$ cat src/hw/rtl/saep_pkg.sv
// ----------------------------------------------------------------------------
// saep_pkg
// Shared constants and the CORDIC arctangent table of the spherical array element position unit.
// ----------------------------------------------------------------------------
`default_nettype none
package saep_pkg;

	localparam int RotationSteps = 16;
	localparam int MaxPerAxis    = 256;

	localparam int RegRadius  = 0;
	localparam int RegAzCount = 1;
	localparam int RegElCount = 2;
	localparam int RegMinEl   = 3;
	localparam int RegMaxEl   = 4;
	localparam int CfgIdxW    = 3;

	localparam logic signed [27:0] PiQ24     = 28'sd52707179;
	localparam logic signed [27:0] HalfPiQ24 = 28'sd26353589;
	localparam logic signed [27:0] TwoPiQ24  = 28'sd105414357;
	localparam logic [15:0]        TwoPiQ13  = 16'd51472;
	localparam logic signed [19:0] CordicX0  = 20'sd39797;
	localparam logic signed [19:0] OneQ16    = 20'sd65536;
	localparam logic signed [17:0] PosMax    = 18'sd65535;

	function automatic logic signed [27:0] atan_q24(input logic [4:0] i);
		logic signed [27:0] r;
		case (i)
			5'd0: r = 28'sd13176795;
			5'd1: r = 28'sd7778716;
			5'd2: r = 28'sd4110060;
			5'd3: r = 28'sd2086331;
			5'd4: r = 28'sd1047214;
			5'd5: r = 28'sd524117;
			5'd6: r = 28'sd262123;
			5'd7: r = 28'sd131069;
			default: r = 28'sd1 <<< (5'd24 - i);
		endcase
		return r;
	endfunction

endpackage
`default_nettype wire

$ cat src/hw/rtl/saep_if.sv
// ----------------------------------------------------------------------------
// saep_if
// Valid/ready channel interfaces: request, result and configuration write.
// ----------------------------------------------------------------------------
`default_nettype none
interface saep_req_if;
	logic valid;
	logic ready;
	logic restart;
	modport source (output valid, output restart, input ready);
	modport sink   (input valid, input restart, output ready);
endinterface

interface saep_res_if;
	logic               valid;
	logic               ready;
	logic signed [16:0] pos_front;
	logic signed [16:0] pos_right;
	logic signed [16:0] pos_up;
	logic [15:0]        element_index;
	logic               last_element;
	modport source (output valid, pos_front, pos_right, pos_up, element_index,
		last_element, input ready);
	modport sink   (input valid, pos_front, pos_right, pos_up, element_index,
		last_element, output ready);
endinterface

interface saep_cfg_if;
	logic        valid;
	logic        ready;
	logic [2:0]  index;
	logic [15:0] data;
	modport source (output valid, index, data, input ready);
	modport sink   (input valid, index, data, output ready);
endinterface
`default_nettype wire

$ cat src/hw/rtl/sphere_array_element_positions_unit.sv
// ----------------------------------------------------------------------------
// sphere_array_element_positions_unit
// Spherical sensor array element position generator.
//
// Each request beat (restart bit) yields one result beat with the front,
// right and up position of the next element (1/256 m, saturated), its
// row-major index and a last-element flag. Elevation rows are the outer
// order, azimuth the inner; counters wrap after the last element.
// The config channel writes radius, azimuth count, elevation count and the
// elevation limits; write it only while the unit is idle.
// Each element runs two divisions on the shared serial divider (one when
// there is a single elevation row), two angles on the shared CORDIC, and
// then the multiplies and output.
// One element is in flight at a time; req.ready is low while it works.
// The result sits in an output register until taken; a stalled receiver
// holds req.ready low, and the next request is accepted when the result is
// taken or together with it.
// Reset loads the default registers and returns to element zero.
// ----------------------------------------------------------------------------
`default_nettype none
module sphere_array_element_positions_unit
	import saep_pkg::*;
#(
	parameter int ROTATION_STEPS = RotationSteps
) (
	input wire logic clk,
	input wire logic arst_n,
	saep_req_if.sink   req,
	saep_res_if.source res,
	saep_cfg_if.sink   cfg
);
	typedef enum logic [3:0] {
		S_IDLE, S_AZDIV, S_ELDIV, S_COS_AZ, S_COS_EL, S_MUL1, S_MUL2, S_MUL3,
		S_MUL4, S_OUT
	} state_t;

	state_t state_q;

	logic [15:0]        radius_q;
	logic [8:0]         azc_raw_q, elc_raw_q;
	logic signed [14:0] min_el_q, max_el_q;
	logic [7:0]         az_cnt_q, el_cnt_q;

	logic [8:0] azc, elc;
	assign azc = (azc_raw_q == 9'd0) ? 9'd1 :
		(azc_raw_q > 9'(MaxPerAxis)) ? 9'(MaxPerAxis) : azc_raw_q;
	assign elc = (elc_raw_q == 9'd0) ? 9'd1 :
		(elc_raw_q > 9'(MaxPerAxis)) ? 9'(MaxPerAxis) : elc_raw_q;

	assign cfg.ready = (state_q == S_IDLE);
	always_ff @(posedge clk or negedge arst_n) begin
		if (!arst_n) begin
			radius_q  <= 16'd256;
			azc_raw_q <= 9'd8;
			elc_raw_q <= 9'd4;
			min_el_q  <= -15'sd12868;
			max_el_q  <= 15'sd12868;
		end else if (cfg.valid && cfg.ready) begin
			case (32'(cfg.index))
				RegRadius:  radius_q  <= cfg.data;
				RegAzCount: azc_raw_q <= cfg.data[8:0];
				RegElCount: elc_raw_q <= cfg.data[8:0];
				RegMinEl:   min_el_q  <= cfg.data[14:0];
				RegMaxEl:   max_el_q  <= cfg.data[14:0];
				default: ;
			endcase
		end
	end

	// shared divider
	logic        div_start, div_done;
	logic [23:0] div_num, div_quot;
	logic [8:0]  div_den;
	saep_divider #(.NumW(24), .DenW(9)) u_div (
		.clk, .arst_n, .start(div_start), .num(div_num), .den(div_den),
		.done(div_done), .quot(div_quot)
	);

	// shared CORDIC
	logic               cor_start, cor_done;
	logic signed [16:0] cor_ang;
	logic signed [17:0] cor_cos, cor_sin;
	saep_cordic #(.Steps(ROTATION_STEPS)) u_cor (
		.clk, .arst_n, .start(cor_start), .ang(cor_ang), .done(cor_done),
		.cos_o(cor_cos), .sin_o(cor_sin)
	);

	logic signed [16:0] az_ang_q, el_ang_q;
	logic signed [17:0] ca_q, sa_q;
	logic               el_neg_q;
	logic signed [16:0] el_span;
	logic [7:0]         az_c, el_c;

	// shared multiplier
	logic signed [17:0] mul_a, mul_b;
	logic signed [36:0] mul_p;
	logic signed [20:0] mul_r;
	assign mul_p = mul_a * mul_b + 37'sd32768;
	assign mul_r = 21'(mul_p >>> 16);

	logic signed [17:0] hf_q, hr_q;
	logic signed [20:0] pf_q, pr_q;
	logic signed [17:0] ce_q, se_q;
	logic               last_q;
	logic [15:0]        idx_q;

	function automatic logic signed [16:0] sat(input logic signed [20:0] v);
		if (v > 21'(PosMax)) return 17'(PosMax);
		if (v < -21'(PosMax)) return -17'(PosMax);
		return 17'(v);
	endfunction

	logic res_valid_q;
	assign res.valid = res_valid_q;
	assign req.ready = (state_q == S_IDLE) && (!res_valid_q || res.ready);

	always_comb begin
		el_span = 17'(max_el_q) - 17'(min_el_q);
		div_start = 1'b0;
		div_num   = '0;
		div_den   = azc;
		cor_start = 1'b0;
		cor_ang   = az_ang_q;
		mul_a     = '0;
		mul_b     = '0;
		case (state_q)
			S_IDLE: begin
				div_num = 24'(TwoPiQ13) * 24'(az_c);
				div_den = azc;
				div_start = req.valid && req.ready;
			end
			S_AZDIV: begin
				div_num = 24'(el_span < 0 ? -el_span : el_span) * 24'(el_cnt_q);
				div_den = elc - 9'd1;
				div_start = div_done && (elc != 9'd1);
				cor_start = div_done && (elc == 9'd1);
				cor_ang = 17'(div_quot);
			end
			S_ELDIV: cor_start = div_done;
			S_COS_AZ: begin
				cor_ang = el_ang_q;
				cor_start = cor_done;
			end
			S_MUL1: begin mul_a = ce_q; mul_b = ca_q; end
			S_MUL2: begin mul_a = ce_q; mul_b = sa_q; end
			S_MUL3: begin mul_a = 18'(radius_q); mul_b = hf_q; end
			S_MUL4: begin mul_a = 18'(radius_q); mul_b = hr_q; end
			S_OUT:  begin mul_a = 18'(radius_q); mul_b = se_q; end
			default: ;
		endcase
	end

	assign az_c = (req.restart || az_cnt_q >= azc) ? 8'd0 : az_cnt_q;
	assign el_c = (req.restart || el_cnt_q >= elc) ? 8'd0 : el_cnt_q;

	always_ff @(posedge clk or negedge arst_n) begin
		if (!arst_n) begin
			state_q     <= S_IDLE;
			az_cnt_q    <= '0;
			el_cnt_q    <= '0;
			res_valid_q <= 1'b0;
		end else begin
			if (res.valid && res.ready) res_valid_q <= 1'b0;
			case (state_q)
				S_IDLE: if (req.valid && req.ready) begin
					az_cnt_q <= az_c;
					el_cnt_q <= el_c;
					el_neg_q <= el_span < 0;
					idx_q    <= 16'(17'(el_c) * 17'(azc) + 17'(az_c));
					last_q   <= ({1'b0, az_c} == azc - 9'd1) &&
						({1'b0, el_c} == elc - 9'd1);
					state_q  <= S_AZDIV;
				end
				S_AZDIV: if (div_done) begin
					az_ang_q <= 17'(div_quot);
					if (elc == 9'd1) begin
						el_ang_q <= 17'(min_el_q);
						state_q  <= S_COS_AZ;
					end else state_q <= S_ELDIV;
				end
				S_ELDIV: if (div_done) begin
					el_ang_q <= 17'(min_el_q) +
						(el_neg_q ? -17'(div_quot) : 17'(div_quot));
					state_q <= S_COS_AZ;
				end
				S_COS_AZ: if (cor_done) begin
					ca_q <= cor_cos;
					sa_q <= cor_sin;
					state_q <= S_COS_EL;
				end
				S_COS_EL: if (cor_done) begin
					ce_q <= cor_cos;
					se_q <= cor_sin;
					state_q <= S_MUL1;
				end
				S_MUL1: begin hf_q <= 18'(mul_r); state_q <= S_MUL2; end
				S_MUL2: begin hr_q <= 18'(mul_r); state_q <= S_MUL3; end
				S_MUL3: begin pf_q <= mul_r; state_q <= S_MUL4; end
				S_MUL4: begin pr_q <= mul_r; state_q <= S_OUT; end
				S_OUT: begin
					res.pos_front     <= sat(pf_q);
					res.pos_right     <= sat(pr_q);
					res.pos_up        <= sat(mul_r);
					res.element_index <= idx_q;
					res.last_element  <= last_q;
					res_valid_q       <= 1'b1;
					if ({1'b0, az_cnt_q} + 9'd1 >= azc) begin
						az_cnt_q <= '0;
						el_cnt_q <= ({1'b0, el_cnt_q} + 9'd1 >= elc) ? 8'd0 :
							el_cnt_q + 8'd1;
					end else az_cnt_q <= az_cnt_q + 8'd1;
					state_q <= S_IDLE;
				end
				default: state_q <= S_IDLE;
			endcase
		end
	end

	a_busy_no_ready: assert property (@(posedge clk) disable iff (!arst_n)
		(state_q != S_IDLE) |-> !req.ready) else $error("ready while busy");
	a_out_held: assert property (@(posedge clk) disable iff (!arst_n)
		(res.valid && !res.ready) |=> res.valid) else $error("result dropped");
	a_cnt_range: assert property (@(posedge clk) disable iff (!arst_n)
		(state_q == S_MUL1) |-> ({1'b0, az_cnt_q} < azc)) else $error("az range");
	a_flag_idx: assert property (@(posedge clk) disable iff (!arst_n)
		$rose(res_valid_q) |-> $past(state_q) == S_OUT) else $error("bad emit");
endmodule
`default_nettype wire

$ cat src/hw/rtl/saep_divider.sv
// ----------------------------------------------------------------------------
// saep_divider
// Restoring divider, one quotient bit per cycle, unsigned.
// ----------------------------------------------------------------------------
`default_nettype none
module saep_divider #(
	parameter int NumW = 24,
	parameter int DenW = 9
) (
	input  wire logic            clk,
	input  wire logic            arst_n,
	input  wire logic            start,
	input  wire logic [NumW-1:0] num,
	input  wire logic [DenW-1:0] den,
	output logic                 done,
	output logic [NumW-1:0]      quot
);
	localparam int CntW = $clog2(NumW + 1);

	logic [NumW-1:0] num_q;
	logic [DenW:0]   rem_q;
	logic [DenW-1:0] den_q;
	logic [CntW-1:0] cnt_q;
	logic            busy_q;
	logic [DenW:0]   trial;
	logic [DenW:0]   diff;

	assign trial = {rem_q[DenW-1:0], num_q[NumW-1]};
	assign diff  = trial - {1'b0, den_q};

	always_ff @(posedge clk or negedge arst_n) begin
		if (!arst_n) begin
			busy_q <= 1'b0;
			done   <= 1'b0;
			cnt_q  <= '0;
		end else begin
			done <= 1'b0;
			if (start) begin
				busy_q <= 1'b1;
				num_q  <= num;
				den_q  <= den;
				rem_q  <= '0;
				cnt_q  <= CntW'(NumW);
			end else if (busy_q) begin
				if (!diff[DenW]) begin
					rem_q <= diff;
					num_q <= {num_q[NumW-2:0], 1'b1};
				end else begin
					rem_q <= trial;
					num_q <= {num_q[NumW-2:0], 1'b0};
				end
				cnt_q <= cnt_q - 1'b1;
				if (cnt_q == CntW'(1)) begin
					busy_q <= 1'b0;
					done   <= 1'b1;
				end
			end
		end
	end

	assign quot = num_q;
endmodule
`default_nettype wire

$ cat src/hw/rtl/saep_cordic.sv
// ----------------------------------------------------------------------------
// saep_cordic
// Iterative rotation-mode CORDIC: Q13 angle in, Q16 cos/sin out.
// ----------------------------------------------------------------------------
`default_nettype none
module saep_cordic
	import saep_pkg::*;
#(
	parameter int Steps = RotationSteps
) (
	input  wire logic               clk,
	input  wire logic               arst_n,
	input  wire logic               start,
	input  wire logic signed [16:0] ang,
	output logic                    done,
	output logic signed [17:0]      cos_o,
	output logic signed [17:0]      sin_o
);
	logic signed [27:0] z0, z1, z2;
	logic               neg0;
	logic signed [27:0] z_q;
	logic signed [19:0] x_q, y_q;
	logic               neg_q, busy_q;
	logic [4:0]         i_q;
	logic signed [19:0] xf, yf;

	always_comb begin
		z0 = 28'(ang) <<< 11;
		if (z0 >= PiQ24) z0 = z0 - TwoPiQ24;
		if (z0 < -PiQ24) z0 = z0 + TwoPiQ24;
		neg0 = 1'b0;
		z1 = z0;
		if (z0 > HalfPiQ24) begin
			z1 = z0 - PiQ24; neg0 = 1'b1;
		end else if (z0 < -HalfPiQ24) begin
			z1 = z0 + PiQ24; neg0 = 1'b1;
		end
		z2 = z1;
		xf = neg_q ? -x_q : x_q;
		yf = neg_q ? -y_q : y_q;
	end

	always_ff @(posedge clk or negedge arst_n) begin
		if (!arst_n) begin
			busy_q <= 1'b0;
			done   <= 1'b0;
			i_q    <= '0;
		end else begin
			done <= 1'b0;
			if (start) begin
				busy_q <= 1'b1;
				z_q    <= z2;
				neg_q  <= neg0;
				x_q    <= CordicX0;
				y_q    <= '0;
				i_q    <= '0;
			end else if (busy_q) begin
				if (z_q >= 0) begin
					x_q <= x_q - (y_q >>> i_q);
					y_q <= y_q + (x_q >>> i_q);
					z_q <= z_q - atan_q24(i_q);
				end else begin
					x_q <= x_q + (y_q >>> i_q);
					y_q <= y_q - (x_q >>> i_q);
					z_q <= z_q + atan_q24(i_q);
				end
				i_q <= i_q + 1'b1;
				if (i_q == 5'(Steps - 1)) begin
					busy_q <= 1'b0;
					done   <= 1'b1;
				end
			end
		end
	end

	assign cos_o = (xf > OneQ16) ? 18'(OneQ16) : (xf < -OneQ16) ? -18'(OneQ16) : 18'(xf);
	assign sin_o = (yf > OneQ16) ? 18'(OneQ16) : (yf < -OneQ16) ? -18'(OneQ16) : 18'(yf);
endmodule
`default_nettype wire

$ cat src/flat_wrapper.sv
// flat-port wrapper written by rule: the top's interface ports become plain ports
module sphere_array_element_positions_unit_flat import saep_pkg::*;
#(
	parameter int ROTATION_STEPS = RotationSteps
)
  (clk, arst_n, req_valid, req_restart, req_ready, res_valid, res_pos_front, res_pos_right, res_pos_up, res_element_index, res_last_element, res_ready, cfg_valid, cfg_index, cfg_data, cfg_ready);
  saep_req_if req_i ();
  saep_res_if res_i ();
  saep_cfg_if cfg_i ();
  input wire logic clk;
  input wire logic arst_n;
  input wire logic [$bits(req_i.valid)-1:0] req_valid;
  input wire logic [$bits(req_i.restart)-1:0] req_restart;
  output wire logic [$bits(req_i.ready)-1:0] req_ready;
  output wire logic [$bits(res_i.valid)-1:0] res_valid;
  output wire logic [$bits(res_i.pos_front)-1:0] res_pos_front;
  output wire logic [$bits(res_i.pos_right)-1:0] res_pos_right;
  output wire logic [$bits(res_i.pos_up)-1:0] res_pos_up;
  output wire logic [$bits(res_i.element_index)-1:0] res_element_index;
  output wire logic [$bits(res_i.last_element)-1:0] res_last_element;
  input wire logic [$bits(res_i.ready)-1:0] res_ready;
  input wire logic [$bits(cfg_i.valid)-1:0] cfg_valid;
  input wire logic [$bits(cfg_i.index)-1:0] cfg_index;
  input wire logic [$bits(cfg_i.data)-1:0] cfg_data;
  output wire logic [$bits(cfg_i.ready)-1:0] cfg_ready;
  assign req_i.valid = req_valid;
  assign req_i.restart = req_restart;
  assign req_ready = req_i.ready;
  assign res_valid = res_i.valid;
  assign res_pos_front = res_i.pos_front;
  assign res_pos_right = res_i.pos_right;
  assign res_pos_up = res_i.pos_up;
  assign res_element_index = res_i.element_index;
  assign res_last_element = res_i.last_element;
  assign res_i.ready = res_ready;
  assign cfg_i.valid = cfg_valid;
  assign cfg_i.index = cfg_index;
  assign cfg_i.data = cfg_data;
  assign cfg_ready = cfg_i.ready;
  sphere_array_element_positions_unit #(.ROTATION_STEPS(ROTATION_STEPS)) u_core (.clk(clk), .arst_n(arst_n), .req(req_i), .res(res_i), .cfg(cfg_i));
endmodule
$ cat config.mk
export PLATFORM = sky130hd
export DESIGN_NAME = sphere_array_element_positions_unit_flat
export DESIGN_NICKNAME = d
export VERILOG_FILES = /design/src/hw/rtl/saep_pkg.sv /design/src/hw/rtl/saep_if.sv /design/src/hw/rtl/sphere_array_element_positions_unit.sv /design/src/hw/rtl/saep_divider.sv /design/src/hw/rtl/saep_cordic.sv /design/src/flat_wrapper.sv
export SDC_FILE = /design/constraint.sdc
export NUM_CORES = 2
export LEC_CHECK = 0
export CAP_MARGIN = 0
export CORE_UTILIZATION = 62
export DETAILED_ROUTE_END_ITERATION = 12
export DONT_BUFFER_PORTS = 1
export HOLD_SLACK_MARGIN = 0.15
export PLACE_DENSITY = 0.9
export SYNTH_ARGS = -nofsm -noshare
export SYNTH_HDL_FRONTEND = slang
export SYNTH_SLANG_ARGS = --single-unit
$ cat constraint.sdc
create_clock -name clk -period 13.1 [get_ports clk]
set_input_delay 2.62 -clock clk [delete_from_list [all_inputs] [get_ports clk]]
set_output_delay 2.62 -clock clk [all_outputs]
set_load 0.1 [all_outputs]
Word-level counts from Yosys, hierarchy flattened
Index checks and enable logic that the tools add are counted.
{ "word_totals": {"regBits": 481, "inputBits": 25, "word_cells": 283} }
{ "classes": {"n_addsub": 28, "mul": 4, "n_lt_le_gt_ge": 22, "n_eq_ne": 33, "shifts": 3, "muxes": 108, "n_reduce_logical": 45} }
{ "op_table": {"columns": ["cell", "n"], "rows": [
  ["$mux W28", 13],
  ["$mux W17", 16],
  ["$pmux W28 S8", 1],
  ["$mux W20", 6],
  ["$pmux W18 S5", 1],
  ["$mux W18", 4],
  ["$mux W24", 3],
  ["$pmux W17 S2", 2],
  ["$gt A21 B17 Y1 const B", 3],
  ["$lt A21 B17 Y1 const B", 3],
  ["$mux W8", 7],
  ["$pmux W24 S2", 1],
  ["$mux W9", 5],
  ["$add A20 B20 Y20", 2],
  ["$gt A20 B18 Y1 const B", 2],
  ["$lt A20 B17 Y1 const B", 2],
  ["$neg A20 Y20", 2],
  ["$sshr A20 B5 Y20", 2],
  ["$sub A20 B20 Y20", 2],
  ["$add A37 B17 Y37 const B", 1],
  ["$mul A18 B18 Y36", 1],
  ["$pmux W18 S2", 1],
  ["$pmux W4 S9", 1],
  ["$mux W1", 32],
  ["other kinds (66)", 130]
]} }

Logic depth before layout (Yosys ltp)
{ "logic_depth": {"ltp_word": 12, "depth_mapped": 44, "depth_no_buf": 43} }

Hierarchy
A second synthesis with hierarchy kept.
{ "unflattened": {"cells_unflattened": 5852, "area_unflattened_um2": 54486.0} }
{ "by_module_without_submodules": {"columns": ["mod", "n_inst", "cells_each", "area_per_inst_um2", "seq_area_each_um2"], "rows": [
  ["sphere_array_element_positions_unit", 1, 3732, 37178.2, 10256.1],
  ["saep_cordic", 1, 1903, 14647.8, 2247.2],
  ["saep_divider", 1, 217, 2660.1, 1436.4]
]} }

Least setup slack after synthesis
No wires, ideal clock.
{ "synth_path": {"kind": "flip-flop to flip-flop", "start": "reg u_core.state_q[1]", "end": "reg u_core.res.pos_up[4], data pin", "arrival_time_ps": 10058, "slack_ps": 2770, "stages_incl_launch_ff": 40, "n_path_buf": 9, "path_cell_list": "dfrtp_1 buf_2 buf_6 buf_6 clkbuf_1 nor2b_1 and3b_1 clkbuf_1 clkbuf_1 a221oi_1 clkbuf_1 nor2_1 fa_1 inv_1 fa_1 fa_1 inv_1 fa_1 (+4 left out) ha_1 clkbuf_1 nand4_1 a211oi_1 nor2b_1 o41ai_2 a21oi_1 o21ai_2 a21oi_1 a211o_1 o21bai_2 xor2_1 nand3_1 or4_1 a22o_1 o21ai_2 clkbuf_1 o21ai_0"} }
{ "synth_between": {"elab_chain_len": 11} }
{ "synth_lines": {"columns": ["element", "line", "text"], "rows": [
  ["start, declared", "sphere_array_element_positions_unit.sv:37", "state_t state_q;"],
  ["start signal, assigned", "sphere_array_element_positions_unit.sv:158", "state_q <= S_IDLE;"],
  ["start signal, assigned", "sphere_array_element_positions_unit.sv:172", "state_q <= S_AZDIV;"],
  ["start signal, assigned", "sphere_array_element_positions_unit.sv:178", "state_q <= S_COS_AZ;"],
  ["$eq A4 B3 Y1 or $eq A4 B4 Y1 (tied branches)", "sphere_array_element_positions_unit.sv:126", "case (state_q)"],
  ["$reduce_or A3 Y1 (no source line) or $reduce_or A2 Y1 (tied branches)", null, null],
  ["$pmux W18 S2", "sphere_array_element_positions_unit.sv:126", null],
  ["$mul A18 B18 Y36 (*)", "sphere_array_element_positions_unit.sv:98", "assign mul_p = mul_a * mul_b + 37'sd32768;"],
  ["$add A37 B17 Y37 (*)", "sphere_array_element_positions_unit.sv:98", null],
  ["$lt A21 B17 Y1", "sphere_array_element_positions_unit.sv:109", "if (v < -21'(PosMax)) return -17'(PosMax);"],
  ["$mux W1 (2 in series)", "sphere_array_element_positions_unit.sv:109", null],
  ["$mux W1", "sphere_array_element_positions_unit.sv:164", "case (state_q)"],
  ["$mux W17", "sphere_array_element_positions_unit.sv:110", "return 17'(v);"],
  ["$mux W17 (*)", "sphere_array_element_positions_unit.sv:109", null],
  ["end signal, assigned", "sphere_array_element_positions_unit.sv:203", "res.pos_up <= sat(mul_r);"],
  ["end, declared", "saep_if.sv:22", "modport source (output valid, pos_front, pos_right, pos_up, element_index,"]
]} }
Mark *: on every way between the ends. The rest lies on a longest branch, timed or not. The select of a mux whose other input is x is not followed.
A chain may end at the register's enable or synchronous reset.

Final worst setup path
{ "layout_path": {"start": "reg u_core.state_q[1]", "end": "reg u_core.res.pos_up[4], data pin"} }
{ "layout_between": {"elab_chain_len": 11} }
{ "layout_lines": {"columns": ["element", "line", "text"], "rows": [
  ["$eq A4 B3 Y1 or $eq A4 B4 Y1 (tied branches)", "sphere_array_element_positions_unit.sv:126", null],
  ["$reduce_or A3 Y1 (no source line) or $reduce_or A2 Y1 (tied branches)", null, null],
  ["$pmux W18 S2", "sphere_array_element_positions_unit.sv:126", null],
  ["$mul A18 B18 Y36 (*)", "sphere_array_element_positions_unit.sv:98", null],
  ["$add A37 B17 Y37 (*)", "sphere_array_element_positions_unit.sv:98", null],
  ["net u_core.mul_p[29]", "sphere_array_element_positions_unit.sv:96", "logic signed [36:0] mul_p;"],
  ["$lt A21 B17 Y1", "sphere_array_element_positions_unit.sv:109", null],
  ["$mux W1 (2 in series)", "sphere_array_element_positions_unit.sv:109", null],
  ["$mux W1", "sphere_array_element_positions_unit.sv:164", null],
  ["$mux W17", "sphere_array_element_positions_unit.sv:110", null],
  ["$mux W17 (*)", "sphere_array_element_positions_unit.sv:109", null]
]} }
The timed path passes the listed nets; every way through them passes the cells marked *. The select of a mux whose other input is x is not followed.

==> reports/qor.csv <==
metric,value,unit
"Seq/Total Area, Yosys",0.261,
Avg Inst Size Synth,9.21,um2
PwrDens,121,mW/mm2
initial antenna violation count,2,
clk_lat worst skew,0.65,ns
# resized after CTS,0,
Final Cell Area,0.0563,mm2
Crit Path Max Fanout,33,
Synth Cell Area,0.0535,mm2
DIE AREA,0.0874,mm2
final setup fails,0,
global route total overflow,0,
Die Y,296,um
Crit. End Element,flip-flop,
Slowest cell on crit path,and3b_1,
"EDFF count, synth",381,
port bufs,0,
CTS buffer count,52,
period utilization,0.933,
HPWL Detailed,109,mm
Period minus WS final,12.22,ns
Post-synth ARST share,0.206,
crit path DAT,12.56,ns
Vias,43500,
final hold viol count,0,
ys flop type,edfxtp_1,
Worst-Margin Slew,1.25,ns
Max VDD drop,0.000167,V
# clock sinks,480,
Wirelength per Cell,21.0,um
CTS Hold Bufs,0,
fraction of final layout cells with drive strength greater than 1,0.0654,
Hold WS,0.414,ns
clock buffer depth,3,
Leak,25.2,nW
post-DR vias/cell,6.32,
CP Launch Type,flip-flop,
fmax,81.8,MHz
Tot GR Track Use,0.335,
most common cell in the netlist,inv_1,
placed cell area,0.0546,mm2
core area,0.0853,mm2
Synth top area share,0.214,
Initial DRT Pass Iterations,8,
RSZ-0062 raised after global routing,no,
hold crit path type,flip-flop to flip-flop,
GPL Wtd Cong,0.996,
Routed WL,144,mm
Post-CTS Setup Inserts,0,
H-tree depth,2,
DRC,0,
Final nets,6586,
synth unique cells,107,
Worst R2R Path Depth,32,
Critical Path RT,13.43,ns
max cap viols,0,
crit-path most repeated cell,fa_1,
initial drt markers,5167,
Routed Antenna Nets,0,
global-route wire length before repair,232,mm
cells after synthesis,5806,
Post-Route Setup TNS,0,ns
Starting Density,0.627,
largest net degree at the start of global routing,155,
Yosys Warn Count,0,
ranking of synthesized cells by area,"edfxtp_1, fa_1, ha_1",
Finished Layout Cells,6883,
Synth area leader,edfxtp_1,
Max-slew headroom,0.167,
Hold Path Cell Cnt,0,
vias in the first global route,43900,
die width,296,um
max incr delay on CP,0.77,ns
Synth Register Bits,480,
placed insts,6781,
Layout area overhead,5.33,%
Ports,96,
row cnt,107,
critical path class,flip-flop to flip-flop,
skew final,0.0407,ns
Root Buffer,clkbuf_16,
CTS tree,built,
run status,finished clean,
Worst-path clk slew,0.06,ns
"Slew Viols, Final",0,
synth cell count leaders,"inv_1, nand2_1, fa_1, nor2_1, edfxtp_1",
-- stage by stage --
stage                     total power, mW   util  setup WS (ns)
after floorplan                      4.64      -           2.77
after global placement               5.07  0.640           1.98
after detailed placement             5.25  0.640           1.50
after CTS                            6.79  0.660           1.27
after global routing                 7.30  0.660          0.515
final                                6.83  0.660          0.876
-- cell type report --
cell class | instances | area, um2
flip-flops and latches | 480 | 13900
well taps | 1144 | 1430
inverters | 818 | 3070
diodes | 4 | 10.0
repair buffers | 65 | 488
clock inverters | 33 | 304
multi-input cells | 4274 | 35600
clock buffers | 65 | 1450
fillers | 6314 | 29000
-- worst max-delay path, delay by kind of cell (launching register included) --
| family | cells | cell delay, ns |
|---|---|---|
| AO/OA/AOI/OAI | 10 | 3.52 |
| XOR/XNOR | 1 | 0.21 |
| adder cells (fa/ha/maj) | 7 | 2.99 |
| buffers and inverters | 4 | 0.59 |
| flip-flops | 1 | 0.57 |
| AND/OR/NAND/NOR | 10 | 4.02 |
-- placed cells by master (no fill, tap or decap), drive strengths merged, types with 84 or more instances in the layout --
| master | Yosys | final |
|---|---|---|
| nor2 | 497 | 497 |
| fa | 500 | 500 |
| ha | 370 | 370 |
| o21ai | 260 | 260 |
| mux2 | 95 | 95 |
| nand2 | 625 | 625 |
| xnor2 | 244 | 244 |
| a21o | 84 | 84 |
| edfxtp | 381 | 381 |
| mux2i | 90 | 90 |
| inv | 811 | 822 |
| a21oi | 253 | 253 |
| xor2 | 140 | 140 |
-- final timing paths --
path                       slack (ns)                           from                                      to
min reg2reg                      0.41     u_core.idx_q[11]$_DFFE_PP_  u_core.res.element_index[11]$_DFFE_PP_
max in group asynchronous       10.87                         arst_n         u_core.u_cor.i_q[1]$_DFFE_PN0N_
min in group asynchronous        1.73                         arst_n         u_core.azc_raw_q[1]$_DFFE_PN0P_
max                              0.88  u_core.state_q[1]$_DFFE_PN0P_      u_core.res.pos_up[4]$_SDFFCE_PN1P_
max reg2reg                      0.88  u_core.state_q[1]$_DFFE_PN0P_      u_core.res.pos_up[4]$_SDFFCE_PN1P_
min                              0.41     u_core.idx_q[11]$_DFFE_PP_  u_core.res.element_index[11]$_DFFE_PP_
-- logic make-up (layout without fill, tap and decap cells) --
kind of cell    after synthesis  count (layout)  share of synthesized area
buf+inv                    1078             981                     0.0765
compound gates             1054            1054                      0.130
other cells                   2              32                   0.000140
fa+ha+maj                   870             870                      0.274
xor+xnor                    384             384                     0.0629
mux                         207             207                     0.0461
simple gates               1731            1731                      0.150
flops                       480             480                      0.261
-- state kept, by name, indices dropped and copies added (netlist names), 17 cells and up --
signal / flops
u_core.se_q: 18
u_core.sa_q: 18
u_core.u_cor.z_q: 28
u_core.res.pos_up: 17
u_core.hr_q: 18
u_core.u_cor.x_q: 20
u_core.pf_q: 21
u_core.pr_q: 21
u_core.ce_q: 18
u_core.u_cor.y_q: 20
u_core.ca_q: 18
u_core.hf_q: 18
u_core.az_ang_q: 17
u_core.res.pos_right: 17
u_core.el_ang_q: 17
u_core.res.pos_front: 17
u_core.u_div.quot: 24
-- routing by layer --
metal / vias to the layer above / wire [um] / GRT usage
li1: 19300 / - / -
met3: 532 / 14800 / 0.0616
met4: 2 / 7360 / 0.155
met1: 21100 / 55300 / 0.435
met5: - / 12 / 0
met2: 2542 / 66900 / 0.546
-- where the power goes --
group / switching [mW] / total [mW] / internal, mW
clock network: 0.677 / 1.53 / 0.856
registers: 0.255 / 2.21 / 1.95
logic: 1.69 / 3.09 / 1.40
total: 2.62 / 6.83 / 4.20
Power figures use the tool's default switching activity.
